## config.mk

```make
export PLATFORM = sky130hd
export DESIGN_NAME = bchm_binner
export DESIGN_NICKNAME = d
export VERILOG_FILES = /design/src/bchm_pkg.sv /design/src/bchm_binner.sv
export SDC_FILE = /design/constraint.sdc
export NUM_CORES = 1
export LEC_CHECK = 0
export BUFFER_PORTS_ARGS = -buffer_cell sky130_fd_sc_hd__buf_4
export CAP_MARGIN = 20
export CORE_MARGIN = 2
export CORE_UTILIZATION = 45
export DETAILED_ROUTE_END_ITERATION = 10
export GPL_TIMING_DRIVEN = 0
export PLACE_DENSITY = 0.71
export SLEW_MARGIN = 10
export SYNTH_ARGS = -nofsm -noshare
export SYNTH_HDL_FRONTEND = slang
export SYNTH_SLANG_ARGS = --single-unit
```

## constraint.sdc

```tcl
create_clock -name vclk -period 4.93
set_clock_uncertainty 0.05 [all_clocks]
set_input_delay 0.493 -clock vclk [all_inputs]
set_output_delay 0.493 -clock vclk [all_outputs]
set_load 0.005 [all_outputs]
```

## src/bchm_pkg.sv

```systemverilog
// shared types and constants of the border colour histogram mode block
package bchm_pkg;

    localparam int CHANNEL_BITS = 8;
    localparam int REG_INDEX_W  = 3;
    localparam int REG_DATA_W   = 16;

    typedef enum logic [REG_INDEX_W-1:0] {
        REG_THICKNESS = 3'd0,
        REG_EXPONENT  = 3'd1,
        REG_LEFT      = 3'd2,
        REG_TOP       = 3'd3,
        REG_RIGHT     = 3'd4,
        REG_BOTTOM    = 3'd5,
        REG_CHANNELS  = 3'd6
    } reg_index_t;

    localparam logic [15:0] THICKNESS_RESET = 16'd3;
    localparam logic [3:0]  EXPONENT_RESET  = 4'd4;
    localparam logic [2:0]  CHANNELS_RESET  = 3'd3;

    // live configuration, already clamped and masked
    typedef struct packed {
        logic [15:0] thickness;
        logic [15:0] left_edge;
        logic [15:0] top_edge;
        logic [15:0] right_end;
        logic [15:0] bottom_end;
        logic [3:0]  exponent;
        logic [3:0]  level_bits;
        logic        use_green;
        logic        use_blue;
    } cfg_t;

endpackage

```

## src/bchm_binner.sv

```systemverilog
// border band test and histogram cell address of one pixel
module bchm_binner
    import bchm_pkg::*;
#(
    parameter int LEVEL_BITS  = 4,
    parameter int COORD_WIDTH = 16
)
(
    input  cfg_t                          cfg,
    input  logic [15:0]                   pixel_x,
    input  logic [15:0]                   pixel_y,
    input  logic [CHANNEL_BITS-1:0]       red_in,
    input  logic [CHANNEL_BITS-1:0]       green_in,
    input  logic [CHANNEL_BITS-1:0]       blue_in,
    output logic                          hit,
    output logic [((3 * (CHANNEL_BITS - LEVEL_BITS)) > 0 ?
                   (3 * (CHANNEL_BITS - LEVEL_BITS)) : 1)-1:0] cell_addr
);

    localparam int CELL_BITS = 3 * (CHANNEL_BITS - LEVEL_BITS);
    localparam int ADDR_W    = (CELL_BITS > 0) ? CELL_BITS : 1;
    localparam logic [15:0] COORD_MASK =
        (COORD_WIDTH >= 16) ? 16'hFFFF : 16'((32'd1 << COORD_WIDTH) - 32'd1);

    logic [15:0] x_m;
    logic [15:0] y_m;
    logic [16:0] x_low_lim;
    logic [16:0] y_low_lim;
    logic [16:0] x_high_lim;
    logic [16:0] y_high_lim;
    logic        near_left;
    logic        near_top;
    logic        near_right;
    logic        near_bottom;
    logic [CHANNEL_BITS-1:0] r_lvl;
    logic [CHANNEL_BITS-1:0] g_lvl;
    logic [CHANNEL_BITS-1:0] b_lvl;
    logic [23:0] cell_full;

    always_comb
    begin
        x_m = pixel_x & COORD_MASK;
        y_m = pixel_y & COORD_MASK;
        x_low_lim  = {1'b0, cfg.left_edge} + {1'b0, cfg.thickness};
        y_low_lim  = {1'b0, cfg.top_edge} + {1'b0, cfg.thickness};
        // a negative difference (top bit set) puts every pixel past the far edge
        x_high_lim = {1'b0, cfg.right_end} - {1'b0, cfg.thickness};
        y_high_lim = {1'b0, cfg.bottom_end} - {1'b0, cfg.thickness};
        near_left   = {1'b0, x_m} < x_low_lim;
        near_top    = {1'b0, y_m} < y_low_lim;
        near_right  = x_high_lim[16] || ({1'b0, x_m} >= x_high_lim);
        near_bottom = y_high_lim[16] || ({1'b0, y_m} >= y_high_lim);
        hit = near_left || near_top || near_right || near_bottom;
    end

    always_comb
    begin
        r_lvl = red_in >> cfg.exponent;
        g_lvl = cfg.use_green ? (green_in >> cfg.exponent) : '0;
        b_lvl = cfg.use_blue ? (blue_in >> cfg.exponent) : '0;
        cell_full = (24'(r_lvl) << {cfg.level_bits, 1'b0})
                  | (24'(g_lvl) << cfg.level_bits)
                  | 24'(b_lvl);
        cell_addr = (CELL_BITS > 0) ? cell_full[ADDR_W-1:0] : '0;
    end

endmodule

```

==> results of run 1 <==
## worst min path at each step
stage                   endpoint  slack, ps  cells past startpoint
floorplan           cell_addr[7]       1070                      2
global placement    cell_addr[5]       1330                      3
detailed placement  cell_addr[4]       1320                      4
CTS                 cell_addr[4]       1330                      4
global route        cell_addr[5]       1340                      3
finish              cell_addr[5]       1330                      3
## routing by layer
layer / part of all wire, % / GRT usage [%] / wire [um]
met1: 44 / 29.1 / 7250
met5: 0 / 0 / 0
met4: 2.3 / 4.92 / 376
met2: 49 / 45.7 / 8190
met3: 4.8 / 1.73 / 801
## power by group through the flow
stage / sequential (W) / clock, W / combinational (W)
after floorplan: 0 / 0 / 0.000596
after global placement: 0 / 0 / 0.000855
after detailed placement: 0 / 0 / 0.000864
after CTS: 0 / 0 / 0.000876
after global routing: 0 / 0 / 0.00101
final: 0 / 0 / 0.000890
## placed cells by master (no fill, tap or decap), types with 20 or more instances in the layout
cell type                 instances
sky130_fd_sc_hd__nand2_1         46
sky130_fd_sc_hd__buf_4          161
sky130_fd_sc_hd__nor3_1          21
sky130_fd_sc_hd__o21ai_0         46
sky130_fd_sc_hd__nor2_1          50
sky130_fd_sc_hd__ha_1           125
sky130_fd_sc_hd__a21o_1          20
sky130_fd_sc_hd__inv_1           46
sky130_fd_sc_hd__xor2_1          26
sky130_fd_sc_hd__a21oi_1         71
sky130_fd_sc_hd__mux2i_1         20
## cell type report
type | instances | area [sq um]
well taps | 168 | 210
inverters | 48 | 184
multi-input cells | 678 | 5440
repair buffers | 159 | 1190
plain buffers | 16 | 90.1
fillers | 1190 | 5000
## Yosys cell counts, types with 7 or more instances
master | n | area [sq um]
sky130_fd_sc_hd__a21oi_1 | 72 | 360
sky130_fd_sc_hd__a21o_1 | 20 | 150
sky130_fd_sc_hd__nand2b_1 | 13 | 81.3
sky130_fd_sc_hd__o21a_1 | 7 | 52.6
sky130_fd_sc_hd__inv_1 | 47 | 176
sky130_fd_sc_hd__mux4_2 | 8 | 180
sky130_fd_sc_hd__o21bai_1 | 8 | 60.1
sky130_fd_sc_hd__a31oi_1 | 7 | 43.8
sky130_fd_sc_hd__mux2i_1 | 20 | 200
sky130_fd_sc_hd__or3_1 | 8 | 50.1
sky130_fd_sc_hd__nand3_1 | 16 | 80.1
sky130_fd_sc_hd__o21ai_0 | 51 | 255
sky130_fd_sc_hd__xnor2_1 | 18 | 158
sky130_fd_sc_hd__nor4_1 | 8 | 50.1
sky130_fd_sc_hd__a211oi_1 | 20 | 150
sky130_fd_sc_hd__xor2_1 | 26 | 228
sky130_fd_sc_hd__nor2b_1 | 19 | 119
sky130_fd_sc_hd__nor2_1 | 50 | 188
sky130_fd_sc_hd__nand2_1 | 46 | 173
sky130_fd_sc_hd__ha_1 | 126 | 1580
sky130_fd_sc_hd__nor3_1 | 21 | 105
sky130_fd_sc_hd__nand4_1 | 11 | 68.8
## metrics by stage
step                setup WS, ps  utilization (%)  hold slack, ps
floorplan                    790                -            1070
global placement            -354             57.7            1330
detailed placement          -370             57.7            1320
CTS                         20.1             58.1            1330
global route               -91.1             58.7            1340
finish                       188             58.7            1330
## logic make-up after synthesis
group,count (synthesis),synth area share [%]
simple gates,221,20.2
buf+inv,64,4.81
compound gates,245,28.7
xor+xnor,44,6.87
fa+ha+maj,130,29.5
mux,38,9.92
## what timing repair did
item | 4_1_cts | 5_1_grt
setup endpoints to repair | 1 | 1
buffers inserted | 0 | 3
gates cloned | 0 | 0
pin swaps | 1 | 10
resized for setup | 9 | 14
==> results.py, run 1 <==
metrics = {
    "final_layout": {
        "nFlopsAndLatches": 0,
        "numnets_final": 1179,
        "clock_buffer_count": 0,
        "insertedDiodeCount": 0,
        "final-instance-count-excl-fill": 1069,
        "final_layout_size_suffix_gt1_share_pct": 23.2,
        "post_route_cell_area_sq_mm": 0.00711,
        "synthesis_to_finish_area_growth_pct": 26.7,
        "seqCellArea_sq_um": 0,
    },
    "timing": {
        "max_slew.worst_pin.slew_ps": 660,
        "rsz_0062_raised_after_global_routing": "yes",
        "final-setup-viol-count": 0,
        "sum_of_negative_setup_slack_ps": 0,
        "finalCriticalPeriod_ps": 4740,
        "fmaxAchievable_mhz": 211,
        "period_share_pct": 96.2,
        "max-slew-margin-rel_pct": 55.9,
        "timing_hold_violations_final": 0,
        "final_max_slew_viol_count": 0,
    },
    "placement": {
        "port_buffers": 156,
        "hpwl_um": 14700,
        "post-place-cells": 1066,
        "gp_routability_congestion": 0.950,
        "placed_cell_area_sq_mm": 0.00699,
    },
    "setup_path": {
        "crit_type": "in -> out",
        "timing.critical_path.from": "cfg[75]",
        "worst_ep_required_time_ps": 4390,
        "timing.critical_path.buf_inv": 3,
        "critPathMaxStageDelay_ps": 570,
        "family_with_the_most_delay_on_the_worst_path": "compound AO/OA/AOI/OAI gates",
        "timing.critical_path.arrival_ps": 4200,
        "crit_end": "hit",
        "critical_path_depth": 18,
        "critical_path.endpoint_type": "output pin",
        "cp-start-kind": "input pin",
        "path_max_fanout": 5,
        "crit_chain": "buf_4 -> clkinvlp_4 -> ha_1 -> nor2b_1 -> o21a_1 -> o21ai_2 -> a2111o_1 -> a31oi_4 -> a311oi_1 -> ha_2 -> nor4_2 -> o31ai_1 -> or4_4 -> a31oi_4 -> o211ai_1 -> nor4_2 -> nand4_1 -> buf_4",
        "critical_path_top_delay_cell": "sky130_fd_sc_hd__or4_4",
    },
    "routing": {
        "wirelength_um": 16600,
        "route.detailed.drc": 0,
        "initialDrtViolationCount": 237,
        "wire_per_inst_um": 15.6,
        "routed_via_density": 5.79,
        "drtPass1Iterations": 4,
        "postRouteAntennaNets": 0,
        "route.vias.total": 6187,
    },
    "global_routing": {
        "grt_antenna_before_repair": 0,
        "grt_first_pass_wirelength_um": 26300,
        "groute.usage.overall_pct": 23.9,
        "first_global_vias": 5899,
        "grt-ovfl-total": 0,
        "grt_start_max_net_pins": 11,
    },
    "die": {
        "floorplan.rows": 40,
        "chipHeight_um": 116,
        "die_area_sq_mm": 0.0134,
        "core_region_area_sq_mm": 0.0121,
        "floorplan.initialDensity_pct": 46.3,
        "fp.dieW_um": 116,
        "io_pins": 159,
    },
    "power": {
        "finalPower_w": 0.000890,
        "pwr-share-clk_pct": 0,
        "vdd_ir_drop_max_mv": 0.0474,
        "power.sequential.fraction_pct": 0,
        "proportion_of_power_drawn_by_combinational_gates_pct": 100.0,
        "cell_internal_pwr_w": 0.000428,
        "total_switching_power_w": 0.000462,
        "power.static_leakage_nw": 3.42,
        "power.switching_fraction_pct": 51.9,
        "powerDensity_mw_per_mm2": 125,
    },
    "logic_synthesis": {
        "avgSynthCellArea_sq_um": 7.56,
        "synth.yosys.seq_area_share_pct": 0,
        "post_synth_num_cell_types": 73,
        "syn-instance-count": 742,
        "yosysWarnings": 0,
        "netlist_area_sq_mm": 0.00561,
        "synth_fp_nets": 1018,
    },
    "min_path": {
        "hold_path.startpoint": "cfg[0]",
        "holdCritPathClass": "in -> out",
    },
    "outcome": {
        "outcome": "completed",
    },
    "flow_run": {
        "max_cap_check_violation_count": 0,
    },
    "clock_network": {
        "cts_hold_repair.buffers": 0,
    },
}
Note: power is estimated with default switching activity, not from simulation.
==> run 2, diff against run 1 <==
--- a/config.mk
+++ b/config.mk
@@ -7,6 +7,7 @@
 export LEC_CHECK = 0
 export BUFFER_PORTS_ARGS = -buffer_cell sky130_fd_sc_hd__buf_4
 export CAP_MARGIN = 20
+export CORE_ASPECT_RATIO = 1.2
 export CORE_MARGIN = 2
 export CORE_UTILIZATION = 45
 export DETAILED_ROUTE_END_ITERATION = 10
==> results.py, run 2 (synthesized netlist as in run 1, its figures left out) <==
metrics = {
    "routing": {
        "drtPass1Iterations": 6,
        "routed_via_density": 5.88,
        "route.vias.total": 6257,
        "wirelength_um": 17100,
        "wire_per_inst_um": 16.1,
        "initialDrtViolationCount": 304,
        "postRouteAntennaNets": 0,
        "route.detailed.drc": 0,
    },
    "setup_path": {
        "critPathMaxStageDelay_ps": 570,
        "family_with_the_most_delay_on_the_worst_path": "simple AND/OR/NAND/NOR gates",
        "crit_type": "in -> out",
        "timing.critical_path.buf_inv": 3,
        "cp-start-kind": "input pin",
        "crit_chain": "buf_4 -> inv_1 -> ha_4 -> nor3_1 -> or2_2 -> a2111o_1 -> a31oi_4 -> a311oi_2 -> ha_2 -> nor4_4 -> o31ai_2 -> or4_4 -> a31oi_4 -> o211ai_1 -> nor4_2 -> nand4_1 -> buf_4",
        "critical_path.endpoint_type": "output pin",
        "path_max_fanout": 4,
        "timing.critical_path.arrival_ps": 4300,
        "critical_path_top_delay_cell": "sky130_fd_sc_hd__or4_4",
        "worst_ep_required_time_ps": 4390,
    },
    "placement": {
        "placed_cell_area_sq_mm": 0.00699,
        "hpwl_um": 15000,
        "gp_routability_congestion": 0.923,
        "port_buffers": 156,
        "preCtsSetupSlack_ps": -407,
    },
    "power": {
        "total_switching_power_w": 0.000473,
        "proportion_of_power_drawn_by_combinational_gates_pct": 100.0,
        "power.switching_fraction_pct": 51.8,
        "powerDensity_mw_per_mm2": 127,
        "vdd_ir_drop_max_mv": 0.0483,
        "pwr-share-clk_pct": 0,
        "power.sequential.fraction_pct": 0,
        "cell_internal_pwr_w": 0.000440,
        "power.static_leakage_nw": 3.45,
    },
    "min_path": {
        "hold_path.startpoint": "cfg[0]",
        "holdPathStages": 3,
        "timing.hold.worst_endpoint": "cell_addr[5]",
        "holdCritPathClass": "in -> out",
    },
    "timing": {
        "finalCriticalPeriod_ps": 4840,
        "timing_hold_violations_final": 0,
        "max-slew-margin-rel_pct": 60.1,
        "period_share_pct": 98.2,
        "final-setup-viol-count": 0,
        "fmaxAchievable_mhz": 207,
        "final_max_slew_viol_count": 0,
        "finalWorstSetupSlack_ps": 89.9,
        "max_slew.worst_pin.slew_ps": 596,
        "rsz_0062_raised_after_global_routing": "yes",
    },
    "final_layout": {
        "synthesis_to_finish_area_growth_pct": 28.4,
        "insertedDiodeCount": 0,
        "clock_buffer_count": 0,
        "seqCellArea_sq_um": 0,
        "post_route_cell_area_sq_mm": 0.00721,
        "nFlopsAndLatches": 0,
        "commonest_cells_after_routing_fill_and_taps_aside": "sky130_fd_sc_hd__buf_4 (163), sky130_fd_sc_hd__ha_1 (122), sky130_fd_sc_hd__a21oi_1 (70)",
        "most_common_library_cell_in_the_layout_ignoring_fill_and_taps": "sky130_fd_sc_hd__buf_4",
        "numnets_final": 1182,
        "final_layout_size_suffix_gt1_share_pct": 24.2,
    },
    "die": {
        "floorplan.initialDensity_pct": 46.3,
        "core_region_area_sq_mm": 0.0121,
        "io_pins": 159,
        "fp.dieW_um": 106,
        "chipHeight_um": 126,
        "floorplan.rows": 44,
        "die_area_sq_mm": 0.0134,
    },
    "flow_run": {
        "max_cap_check_violation_count": 0,
    },
    "global_routing": {
        "groute.usage.overall_pct": 24.4,
        "grt-ovfl-total": 0,
        "grt_first_pass_wirelength_um": 27300,
        "grt_antenna_before_repair": 0,
        "first_global_vias": 6014,
        "grt_start_max_net_pins": 11,
    },
    "outcome": {
        "outcome": "completed",
    },
}
==> run 2: how the worst max path moves through the flow <==
stage / end / cells after the start / start / slack [ps]
final: hit / 17 / cfg[78] / 90
after global routing: hit / 20 / cfg[75] / -100
after CTS: hit / 18 / cfg[75] / 20
after detailed placement: hit / 19 / cfg[75] / -410
after global placement: hit / 19 / cfg[75] / -370
after floorplan: hit / 18 / cfg[10] / 790
==> run 2: cell type report <==
cell class,instances,area (sq um)
plain buffers,16,90.1
fillers,1192,4900
inverters,48,184
multi-input cells,678,5510
well taps,161,201
repair buffers,162,1230
==> run 2: power by group through the flow <==
| stage | Sequential, W | Combinational (W) | Clock (W) |
|---|---|---|---|
| floorplan | 0 | 0.000596 | 0 |
| global route | 0 | 0.00102 | 0 |
| detailed placement | 0 | 0.000867 | 0 |
| CTS | 0 | 0.000882 | 0 |
| finish | 0 | 0.000913 | 0 |
| global placement | 0 | 0.000859 | 0 |
==> run 2: timing repair <==
item,4_1_cts,5_1_grt
hold buffers,0,0
resized for setup,12,22
setup buffers,0,6
pin swaps,1,14
setup endpoints to repair,1,1
==> run 2: per-stage QoR <==
| step | setup TNS (ps) | instances | hold WS [ps] | utilization (%) | total power [W] |
|---|---|---|---|---|---|
| 3_3_place_gp | -369 | 1059 | 1320 | 57.7 | 0.000859 |
| 6_report | 0 | 1065 | 1320 | 59.5 | 0.000913 |
| 3_5_place_dp | -407 | 1059 | 1320 | 57.7 | 0.000867 |
| 4_1_cts | 0 | 1059 | 1320 | 58.2 | 0.000882 |
| 5_1_grt | -95.9 | 1065 | 1360 | 59.5 | 0.00102 |
| 2_1_floorplan | 0 | 742 | 1070 | - | 0.000596 |
==> run 2: tightest hold or removal path, stage by stage <==
cell and delay [ps]:
sky130_fd_sc_hd__buf_4 110, sky130_fd_sc_hd__a311o_1 170, sky130_fd_sc_hd__buf_4 110
==> run 2: routing by layer <==
metal	up-vias	track usage, %	routed length (um)
met1	2871	27.4	6800
met3	25	1.85	788
met2	174	50.1	9200
met5	-	0	0
li1	3187	-	-
met4	0	3.64	323
