**src/bchm_pkg.sv**
```systemverilog
// shared types and constants of the border colour histogram mode block
package bchm_pkg;

    localparam int CHANNEL_BITS = 8;
    localparam int REG_INDEX_W  = 3;
    localparam int REG_DATA_W   = 16;

    typedef enum logic [REG_INDEX_W-1:0] {
        REG_THICKNESS = 3'd0,
        REG_EXPONENT  = 3'd1,
        REG_LEFT      = 3'd2,
        REG_TOP       = 3'd3,
        REG_RIGHT     = 3'd4,
        REG_BOTTOM    = 3'd5,
        REG_CHANNELS  = 3'd6
    } reg_index_t;

    localparam logic [15:0] THICKNESS_RESET = 16'd3;
    localparam logic [3:0]  EXPONENT_RESET  = 4'd4;
    localparam logic [2:0]  CHANNELS_RESET  = 3'd3;

    // live configuration, already clamped and masked
    typedef struct packed {
        logic [15:0] thickness;
        logic [15:0] left_edge;
        logic [15:0] top_edge;
        logic [15:0] right_end;
        logic [15:0] bottom_end;
        logic [3:0]  exponent;
        logic [3:0]  level_bits;
        logic        use_green;
        logic        use_blue;
    } cfg_t;

endpackage

```
**src/bchm_regs.sv**
```systemverilog
// configuration register file with exponent clamping and coordinate masking
module bchm_regs
    import bchm_pkg::*;
#(
    parameter int LEVEL_BITS  = 4,
    parameter int COORD_WIDTH = 16
)
(
    input  logic                   clk,
    input  logic                   rst_n,
    input  logic                   cfg_valid,
    input  logic [REG_INDEX_W-1:0] cfg_index,
    input  logic [REG_DATA_W-1:0]  cfg_data,
    output cfg_t                   cfg
);

    localparam logic [15:0] COORD_MASK =
        (COORD_WIDTH >= 16) ? 16'hFFFF : 16'((32'd1 << COORD_WIDTH) - 32'd1);
    localparam logic [3:0] EXP_MIN = 4'(LEVEL_BITS);
    localparam logic [3:0] EXP_MAX = 4'(CHANNEL_BITS);

    logic [15:0] thickness_reg;
    logic [3:0]  exponent_reg;
    logic [15:0] left_reg;
    logic [15:0] top_reg;
    logic [15:0] right_reg;
    logic [15:0] bottom_reg;
    logic [2:0]  channels_reg;
    logic [3:0]  exp_clamped;

    always_ff @(posedge clk or negedge rst_n)
    begin
        if (!rst_n)
        begin
            thickness_reg <= THICKNESS_RESET;
            exponent_reg  <= EXPONENT_RESET;
            left_reg      <= '0;
            top_reg       <= '0;
            right_reg     <= '0;
            bottom_reg    <= '0;
            channels_reg  <= CHANNELS_RESET;
        end
        else if (cfg_valid)
        begin
            unique case (cfg_index)
                REG_THICKNESS: thickness_reg <= cfg_data;
                REG_EXPONENT:  exponent_reg  <= cfg_data[3:0];
                REG_LEFT:      left_reg      <= cfg_data;
                REG_TOP:       top_reg       <= cfg_data;
                REG_RIGHT:     right_reg     <= cfg_data;
                REG_BOTTOM:    bottom_reg    <= cfg_data;
                REG_CHANNELS:  channels_reg  <= cfg_data[2:0];
                default:       ;
            endcase
        end
    end

    always_comb
    begin
        exp_clamped = exponent_reg;
        if (exp_clamped < EXP_MIN)
        begin
            exp_clamped = EXP_MIN;
        end
        if (exp_clamped > EXP_MAX)
        begin
            exp_clamped = EXP_MAX;
        end
    end

    always_comb
    begin
        cfg.thickness  = thickness_reg;
        cfg.left_edge  = left_reg & COORD_MASK;
        cfg.top_edge   = top_reg & COORD_MASK;
        cfg.right_end  = right_reg & COORD_MASK;
        cfg.bottom_end = bottom_reg & COORD_MASK;
        cfg.exponent   = exp_clamped;
        cfg.level_bits = EXP_MAX - exp_clamped;
        cfg.use_green  = channels_reg > 3'd1;
        cfg.use_blue   = channels_reg > 3'd2;
    end

endmodule

```
**config.mk**
```make
export PLATFORM = sky130hd
export DESIGN_NAME = bchm_regs
export DESIGN_NICKNAME = d
export VERILOG_FILES = /design/src/bchm_pkg.sv /design/src/bchm_regs.sv
export SDC_FILE = /design/constraint.sdc
export NUM_CORES = 1
export LEC_CHECK = 0
export ABC_AREA = 1
export BUFFER_PORTS_ARGS = -buffer_cell sky130_fd_sc_hd__buf_2
export CAP_MARGIN = 20
export CORE_ASPECT_RATIO = 0.9
export CORE_MARGIN = 2
export CORE_UTILIZATION = 30
export DETAILED_ROUTE_END_ITERATION = 12
export PLACE_DENSITY = 0.61
export SYNTH_ARGS = -nofsm -noshare
export SYNTH_HDL_FRONTEND = slang
export SYNTH_SLANG_ARGS = --single-unit
export TNS_END_PERCENT = 30
```
**constraint.sdc**
```tcl
create_clock -name clk -period 1.47 [get_ports clk]
set_clock_uncertainty 0.05 [all_clocks]
set_input_delay 0.0735 -clock clk [delete_from_list [all_inputs] [get_ports clk]]
set_output_delay 0.0735 -clock clk [all_outputs]
set_load 0.01 [all_outputs]
```
==> results.yml, run 1 <==
timing:
  finalWorstPathRequiredPeriod_ps: 1550
  report.final.hold_viol_count: 0
  setup_repair_after_global_routing_missed_its_margin: "yes"
  finalSetupTns_ps: -131
  report.final.setup_viol: 2
  fin_ws_ps: -80.9
  fmax_mhz: 645
  fin_crit_sh_pct: 106
  slew_violations: 0
worst_setup_path:
  worstPathMaxFanout: 3
  rr_endpoint: "exponent_reg[2]"
  timing.reg2reg.setup_slack_ps: 690
  crit_path_end_kind: "primary output"
  crit_required_ps: 1350
  reg2regPathDepth: 2
  startpoint_type: "register"
  rr_startpoint: "exponent_reg[2]"
  timing.critical_path.arrival_ps: 1430
  setup.worst_path.class: "register to primary output"
global_route:
  grt.overflow.total: 0
  grt_start_max_net_pins: 46
  first_global_vias: 2930
  gr-usage-all-layers_pct: 16.5
  grt_pass1_wl_um: 16200
  antenna_found_initial: 0
clock_tree:
  cts_buf_count: 9
  clk_latency_ps: 330
  cts.sink_count: 87
  h-tree-depth: 3
  worst_setup_hold_path_clk_slew_ps: 60
  root_buffer: "sky130_fd_sc_hd__clkbuf_16"
  cts_tree: "built"
  cts_max_path_buffers: 2
  post-cts-setup-buffers: 0
synthesis:
  synthesis.instances: 404
  mappedNetlistArea_um2: 3540
  yosys_warnings: 0
  postSynthAreaPerCell_um2: 8.77
  synthesis.nets: 427
  post_synth_num_cell_types: 18
  synth-seq-area-share_pct: 61.6
  postSynthRegisterBits: 87
placed_design:
  post-dp-hpwl_um: 7180
  routabilityCongestion: 0.780
  portBuffers: 110
  count_of_placed_standard_cells_including_taps: 662
pwr:
  power.clock.fraction_pct: 32.6
  power.sequential.fraction_pct: 45.7
  p_int_mw: 4.76
  power_density_nw_per_um2: 1440
  switching_share_pct: 30.2
  static-leakage-power_nw: 2.68
  p_switching_mw: 2.06
  vdd.ir_drop.worst_uv: 481
  power.share.combinational_pct: 21.7
die:
  design.core.area_um2: 11500
  initial_utilization_pct: 30.9
  die_area_um2: 12700
  die_h_um: 107
  ports: 112
  floorplan.die.width_um: 119
  floorplan.rows: 37
finish:
  diodes: 0
  final_cell_count_no_fill: 694
  area_growth_pct: 34.2
  share_of_post_route_cells_with_drive_strength_above_1_pct: 29.7
  design.final.nets: 557
hold_path:
  hold_start: "cfg_index[2]"
  timing.hold.worst_path_depth: 4
  min_delay_worst_endpoint: "thickness_reg[0]"
  holdCritPathClass: "input pin to register"
drt:
  drt-total-wl_um: 10300
  ant_nets: 0
  dr_total_vias: 3137
  detail_route.iter0.violations: 263
  detail_route.drc_violations: 0
  avgViaCountPerCell: 4.52
  drtPass1Iterations: 4
  avgRoutedWirePerCell_um: 14.9
status:
  violations: "setup timing"
  outcome: "complete, but fails checks"
run:
  cap_viol_max_count: 0
==> worst max-delay path by stage <==
stage / start / end / slack, ps
floorplan: exponent_reg[3] / cfg[4] / 300
global placement: exponent_reg[2] / cfg[4] / 250
detailed placement: exponent_reg[2] / cfg[4] / 230
CTS: exponent_reg[2] / cfg[4] / -100
global route: exponent_reg[2] / cfg[4] / -150
finish: exponent_reg[2] / cfg[4] / -80
==> area by class of cell <==
class | count | area, µm²
Clock buffer | 9 | 225
Clock inverter | 6 | 62.6
Fill cell | 1158 | 6730
Inverter | 11 | 41.3
Multi-Input combinational cell | 287 | 1220
Sequential cell | 87 | 2180
Tap cell | 156 | 195
Timing Repair Buffer | 138 | 825
==> power groups by stage <==
stage / Combinational, mW / Sequential (mW) / Clock [mW]
floorplan: 0.506 / 3.33 / 0
global placement: 1.41 / 3.15 / 0
detailed placement: 1.46 / 3.15 / 0
CTS: 1.50 / 3.12 / 2.29
global route: 1.65 / 3.17 / 2.38
finish: 1.48 / 3.12 / 2.22
==> cell usage in the layout (no fill, tap or decap) <==
| cell | netlist | layout |
|---|---|---|
| sky130_fd_sc_hd__inv_1 | 7 | 6 |
| sky130_fd_sc_hd__nand2_1 | 217 | 217 |
| sky130_fd_sc_hd__conb_1 | 1 | 1 |
| sky130_fd_sc_hd__clkbuf_16 | 0 | 9 |
| sky130_fd_sc_hd__nor2_4 | 4 | 4 |
| sky130_fd_sc_hd__nand3_2 | 0 | 2 |
| sky130_fd_sc_hd__buf_6 | 1 | 1 |
| sky130_fd_sc_hd__dfstp_2 | 5 | 5 |
| sky130_fd_sc_hd__dlygate4sd3_1 | 0 | 17 |
| sky130_fd_sc_hd__buf_2 | 14 | 108 |
| sky130_fd_sc_hd__nand2_2 | 5 | 5 |
| sky130_fd_sc_hd__clkinvlp_4 | 0 | 3 |
| sky130_fd_sc_hd__buf_4 | 3 | 11 |
| sky130_fd_sc_hd__bufinv_16 | 0 | 1 |
| sky130_fd_sc_hd__o21a_1 | 1 | 1 |
| sky130_fd_sc_hd__inv_2 | 4 | 5 |
| sky130_fd_sc_hd__ha_2 | 0 | 1 |
| sky130_fd_sc_hd__dfrtp_1 | 82 | 82 |
| sky130_fd_sc_hd__nor2_1 | 1 | 1 |
| sky130_fd_sc_hd__nand3_1 | 54 | 52 |
| sky130_fd_sc_hd__clkinv_2 | 0 | 2 |
| sky130_fd_sc_hd__buf_12 | 0 | 1 |
| sky130_fd_sc_hd__xor2_1 | 1 | 1 |
| sky130_fd_sc_hd__nor2_2 | 2 | 2 |
==> worst max-delay path: stages, from the launching register on <==
cell and delay, ps:
sky130_fd_sc_hd__dfstp_2 560, sky130_fd_sc_hd__nand3_2 80, sky130_fd_sc_hd__ha_2 180, sky130_fd_sc_hd__xor2_1 130, sky130_fd_sc_hd__buf_2 140
==> metal layers <==
layer / GRT usage, % / vias up / routed length [µm]
met5: 0 / - / 0
met2: 25.4 / 93 / 4710
met1: 22.3 / 1511 / 4810
li1: - / 1521 / -
met4: 5.78 / 0 / 147
met3: 4.41 / 12 / 651
==> cell families (layout without fill, tap and decap cells) <==
family	Yosys count	after routing	synth area share, %
simple gates	283	283	33.2
flops	87	87	61.6
buf+inv	30	164	4.20
fa+ha+maj	1	1	0.353
other cells	1	1	0.106
compound gates	1	1	0.212
xor+xnor	1	1	0.247
==> stage by stage <==
step	power, mW	hold WS, ps	utilization, %	setup slack, ps	instance area, µm²
after global placement	4.56	-144	37.3	250	4280
after CTS	6.91	10.4	41.4	-103	4750
final	6.83	22.3	41.4	-80.9	4750
after detailed placement	4.60	-141	37.3	230	4280
after global routing	7.21	50.8	41.4	-148	4750
after floorplan	3.84	-272	-	300	3540
==> cells in the mapped netlist (all sizes together) <==
library cell	count	area, µm²
clkbuf	1	3.75
conb	1	3.75
o21a	1	7.51
inv	11	41.3
buf	18	104
nand3	54	270
nor2	7	61.3
ha	1	12.5
dfstp	5	131
nand2	222	846
dfrtp	82	2050
xor2	1	8.76
==> timing repair <==
item	CTS	global route
setup endpoints to repair	2	2
pin swaps	1	2
hold endpoints to repair	137	0
hold buffers	17	0
resized for setup	4	1
No activity file was read; power rests on OpenSTA's default activity.
==> inputs of run 2 (changes only) <==
--- a/config.mk
+++ b/config.mk
@@ -12,6 +12,7 @@
 export CORE_MARGIN = 2
 export CORE_UTILIZATION = 30
 export DETAILED_ROUTE_END_ITERATION = 12
+export GPL_TIMING_DRIVEN = 0
 export PLACE_DENSITY = 0.61
 export SYNTH_ARGS = -nofsm -noshare
 export SYNTH_HDL_FRONTEND = slang
==> run 2 against run 1 <==
Against the previous run: highest routed layer unchanged; count of clock-buffer cells in the layout grew 2; flip-flop and latch count is the same; largest power group unchanged; design area grew 2.3%; the run still ends with setup timing left.
==> results.yml, run 2 (synthesized netlist as in run 1, its figures left out) <==
clock_tree:
  cts_buf_count: 9
  cts.sink_count: 87
  worst_setup_hold_path_clk_slew_ps: 60
  clk_latency_ps: 320
  cts_tree: "built"
  cts_max_path_buffers: 2
  h-tree-depth: 3
  root_buffer: "sky130_fd_sc_hd__clkbuf_16"
drt:
  avgRoutedWirePerCell_um: 14.4
  dr_total_vias: 3098
  drtPass1Iterations: 4
  drt-total-wl_um: 10200
  detail_route.iter0.violations: 180
  ant_nets: 0
  detail_route.drc_violations: 0
  avgViaCountPerCell: 4.39
finish:
  diodes: 0
  area_growth_pct: 37.4
  final_cell_mix: "sky130_fd_sc_hd__nand2_1 (217), sky130_fd_sc_hd__buf_2 (121), sky130_fd_sc_hd__dfrtp_1 (82), sky130_fd_sc_hd__nand3_1 (52), sky130_fd_sc_hd__dlygate4sd3_1 (16)"
  final_common_cell: "sky130_fd_sc_hd__nand2_1"
  final.fill_count: 1161
  share_of_post_route_cells_with_drive_strength_above_1_pct: 31.0
  design.final.nets: 567
status:
  violations: "setup timing"
  outcome: "complete, but fails checks"
global_route:
  groute.layer.met1.usage_pct: 21.4
  grt_pass1_wl_um: 15900
  grt.met2_usage_pct: 26.1
  globalRoute.busiestLayer: "met2"
  gr-usage-all-layers_pct: 16.1
  global_route.usage.met3_pct: 3.40
  grt.overflow.total: 0
  antenna_found_initial: 0
  first_global_vias: 2993
  grt_start_max_net_pins: 47
pwr:
  totalPowerFinal_mw: 7.22
  static-leakage-power_nw: 2.74
  vdd.ir_drop.worst_uv: 461
  power_density_nw_per_um2: 1480
timing:
  timing_worst_slew_pin_value_ps: 568
  report.final.setup_viol: 3
  finalWorstPathRequiredPeriod_ps: 1580
  fin_ws_ps: -110
  fin_crit_sh_pct: 107
  fmax_mhz: 633
  final.hold.worst_slack_ps: 17.2
  slew_violations: 0
  setup_repair_after_global_routing_missed_its_margin: "yes"
  slew_headroom_pct: 62.1
  report.final.hold_viol_count: 0
worst_setup_path:
  worstPathMaxFanout: 4
  startpoint_type: "register"
  setup.worst_path.class: "register to primary output"
  crit_required_ps: 1350
  timing.critical_path.arrival_ps: 1460
  crit_path_end_kind: "primary output"
run:
  cap_viol_max_count: 0
die:
  initial_utilization_pct: 30.9
  floorplan.die.width_um: 119
  die_h_um: 107
  die_area_um2: 12700
  ports: 112
  floorplan.rows: 37
  design.core.area_um2: 11500
placed_design:
  portBuffers: 110
  post-dp-hpwl_um: 7390
  routabilityCongestion: 0.766
hold_path:
  holdCritPathClass: "input pin to register"
## run 2: cell count changes in the layout (fill, tap and decap cells not counted), sizes merged
cell / delta
clkinvlp: -1
clkbuf: +3
buf: +10
dlygate4sd3: -1
clkinv: -2
bufinv: +2
## run 2: power by group
part	leakage (nW)	internal [mW]	switching (mW)	total (mW)
Sequential	1.08	2.86	0.258	3.12
Clock	0.162	1.71	0.905	2.61
Combinational	1.50	0.615	0.869	1.48
Total	2.74	5.19	2.03	7.22
## run 2: worst paths after layout
kind,from,endpoint,slack (ps),cells after the start
worst max-delay path,exponent_reg[3],cfg[4],-110,5
max in group asynchronous,rst_n,thickness_reg[14],520,3
worst min register to register,channels_reg[1],channels_reg[1],410,2
min in group asynchronous,rst_n,top_reg[1],220,2
worst min-delay path,cfg_data[2],exponent_reg[2],20,3
worst max register to register,exponent_reg[2],exponent_reg[2],680,2
## run 2: metal layers
layer | vias up | routed length [µm] | share of wire [%]
met4 | 0 | 60 | 0.59
li1 | 1540 | - | -
met5 | - | 0 | 0
met1 | 1477 | 4600 | 45
met2 | 77 | 4910 | 48
met3 | 4 | 587 | 5.8
## run 2: cell type report
class	count	area [µm²]	share of cell area (%)
flip-flops and latches	87	2180	44.9
multi-input cells	287	1220	25.1
repair buffers	129	768	15.8
clock buffers	11	243	4.99
well taps	156	195	4.01
plain buffers	19	108	2.21
clock inverters	5	105	2.16
inverters	11	41.3	0.849
## run 2: what timing repair did
action	4_1_cts	5_1_grt
endpoints found under the hold margin	60	1
setup endpoints to repair	2	2
hold buffers	15	1
gates resized for setup	4	2
buffers inserted	1	1
pin swaps	1	0
## run 2: stage by stage
stage / setup WS [ps] / setup TNS, ps / std cells / util [%] / cell area (µm²)
6_report: -110 / -241 / 705 / 42.4 / 4870
5_1_grt: -196 / -428 / 705 / 42.4 / 4870
4_1_cts: -92.1 / -153 / 703 / 42.2 / 4840
3_5_place_dp: 219 / 0 / 671 / 37.6 / 4320
3_3_place_gp: -457 / -37080 / 670 / 37.3 / 4290
2_1_floorplan: 300 / 0 / 404 / - / 3540
## run 2: critical path, stage by stage (launching register included)
cell and delay [ps]:
sky130_fd_sc_hd__dfrtp_1 420, sky130_fd_sc_hd__inv_1 150, sky130_fd_sc_hd__nand3_2 100, sky130_fd_sc_hd__ha_2 200, sky130_fd_sc_hd__xor2_1 130, sky130_fd_sc_hd__buf_2 140
==> inputs of run 3 (changes only) <==
--- a/config.mk
+++ b/config.mk
@@ -14,6 +14,7 @@
 export DETAILED_ROUTE_END_ITERATION = 12
 export GPL_TIMING_DRIVEN = 0
 export PLACE_DENSITY = 0.61
+export REMOVE_ABC_BUFFERS = 1
 export SYNTH_ARGS = -nofsm -noshare
 export SYNTH_HDL_FRONTEND = slang
 export SYNTH_SLANG_ARGS = --single-unit
==> run 3 against run 2 <==
Against the previous run: the flow still finishes with violations (setup timing); total power is 4.5% lower; sequential power hardly changed; sequential share of layout area is 1.0 points higher; non-clock buffer count is 20 lower; utilization is 0.94 points lower; largest power group unchanged; first-iteration DRC count is 5.6% higher; wire length is 1.3% higher; combinational power hardly changed; global-route usage is 0.68 points higher; setup slack better by 6.1 ps.
==> results.yml, run 3 (synthesized netlist as in run 1, its figures left out) <==
status:
  violations: "setup timing"
  outcome: "complete, but fails checks"
worst_setup_path:
  worstPathMaxFanout: 3
  startpoint_type: "register"
  timing.critical_path.arrival_ps: 1450
  crit_required_ps: 1350
  crit_path_end_kind: "primary output"
  setup.worst_path.class: "register to primary output"
global_route:
  grt_pass1_wl_um: 16300
  grt.overflow.total: 0
  grt_start_max_net_pins: 50
  gr-usage-all-layers_pct: 16.8
  antenna_found_initial: 0
  first_global_vias: 3028
drt:
  avgViaCountPerCell: 4.52
  detail_route.iter0.violations: 190
  dr_total_vias: 3100
  ant_nets: 0
  drtPass1Iterations: 4
  drt-total-wl_um: 10300
  detail_route.drc_violations: 0
  avgRoutedWirePerCell_um: 15.0
timing:
  fmax_mhz: 636
  slew_headroom_pct: 31.8
  slew_violations: 0
  finalWorstPathRequiredPeriod_ps: 1570
  fin_crit_sh_pct: 107
  finalSetupTns_ps: -143
  timing_worst_slew_pin_value_ps: 1020
  final.hold.worst_slack_ps: 1.42
  report.final.hold_viol_count: 0
  fin_ws_ps: -103
  report.final.setup_viol: 2
  setup_repair_after_global_routing_missed_its_margin: "yes"
placed_design:
  portBuffers: 110
  routabilityCongestion: 0.786
  post-dp-hpwl_um: 6760
  placement.setup.worst_slack_ps: -628
  dpl-instance-area_um2: 4240
pwr:
  static-leakage-power_nw: 2.66
  power_density_nw_per_um2: 1450
  vdd.ir_drop.worst_uv: 466
finish:
  area_growth_pct: 34.3
  share_of_post_route_cells_with_drive_strength_above_1_pct: 28.7
  final_common_cell: "sky130_fd_sc_hd__nand2_1"
  final_cell_mix: "sky130_fd_sc_hd__nand2_1 (216), sky130_fd_sc_hd__buf_2 (108), sky130_fd_sc_hd__dfrtp_1 (82), sky130_fd_sc_hd__nand3_1 (52), sky130_fd_sc_hd__dlygate4sd3_1 (16)"
  diodes: 0
  design.final.nets: 548
  seq_area_um2: 2180
  final_std_cell_area_no_fill_um2: 4760
  final.fill_count: 1200
  finalCoreUtilization_pct: 41.4
  multi_input_comb_area_um2: 1260
die:
  design.core.area_um2: 11500
  floorplan.die.width_um: 119
  die_h_um: 107
  die_area_um2: 12700
  initial_utilization_pct: 30.9
  ports: 112
  floorplan.rows: 37
clock_tree:
  cts_max_path_buffers: 2
  post-cts-setup-buffers: 0
  h-tree-depth: 3
  cts_tree: "built"
  cts_buf_count: 9
  root_buffer: "sky130_fd_sc_hd__clkbuf_16"
  worst_setup_hold_path_clk_slew_ps: 60
  clk_latency_ps: 330
  cts.sink_count: 87
run:
  cap_viol_max_count: 0
hold_path:
  holdCritPathClass: "input pin to register"
run 3: final timing paths:
path	slack, ps	depth (start not counted)	to	start
max in group asynchronous	500	3	thickness_reg[0]	rst_n
worst max register to register	640	2	exponent_reg[2]	exponent_reg[2]
min in group asynchronous	220	2	exponent_reg[1]	rst_n
worst min-delay path	1	3	exponent_reg[2]	cfg_data[2]
worst min register to register	420	2	thickness_reg[0]	thickness_reg[0]
worst max-delay path	-100	4	cfg[4]	exponent_reg[2]
run 3: metal layers:
metal | part of all wire [%] | up-vias | wire length (µm) | global-route usage (%)
li1 | - | 1501 | - | -
met1 | 48 | 1487 | 4960 | 23.7
met2 | 44 | 101 | 4580 | 25.2
met3 | 6.2 | 11 | 636 | 4.41
met4 | 1.1 | 0 | 111 | 4.76
met5 | 0 | - | 0 | 0
run 3: per-stage QoR:
step           power (mW)  std cells
4_1_cts              6.93        686
3_3_place_gp         4.51        651
5_1_grt              7.28        686
6_report             6.90        686
2_1_floorplan        3.81        385
3_5_place_dp         4.57        653
run 3: final cells by class:
| cell class | instances | share of cell area (%) |
|---|---|---|
| Timing Repair Buffer | 128 | 16.3 |
| Sequential cell | 87 | 45.9 |
| Multi-Input combinational cell | 288 | 26.5 |
| Inverter | 11 | 0.868 |
| Clock inverter | 3 | 0.894 |
| Tap cell | 156 | 4.10 |
| Clock buffer | 13 | 5.47 |
run 3: where the power goes:
group / switching, mW / internal [mW]
Clock: 0.887 / 1.41
Sequential: 0.270 / 2.86
Combinational: 0.867 / 0.601
Total: 2.02 / 4.87
run 3: critical path: stages (launching register included):
cell	delay (ps)
sky130_fd_sc_hd__dfstp_2	590
sky130_fd_sc_hd__nand3_4	100
sky130_fd_sc_hd__ha_4	170
sky130_fd_sc_hd__xor2_1	130
sky130_fd_sc_hd__buf_2	140
run 3: timing repair:
action,4_1_cts,5_1_grt
setup endpoints to repair,34,47
cloned,1,0
endpoints found under the hold margin,65,0
resized for setup,2,8
hold buffers,16,0
pin swaps,1,3
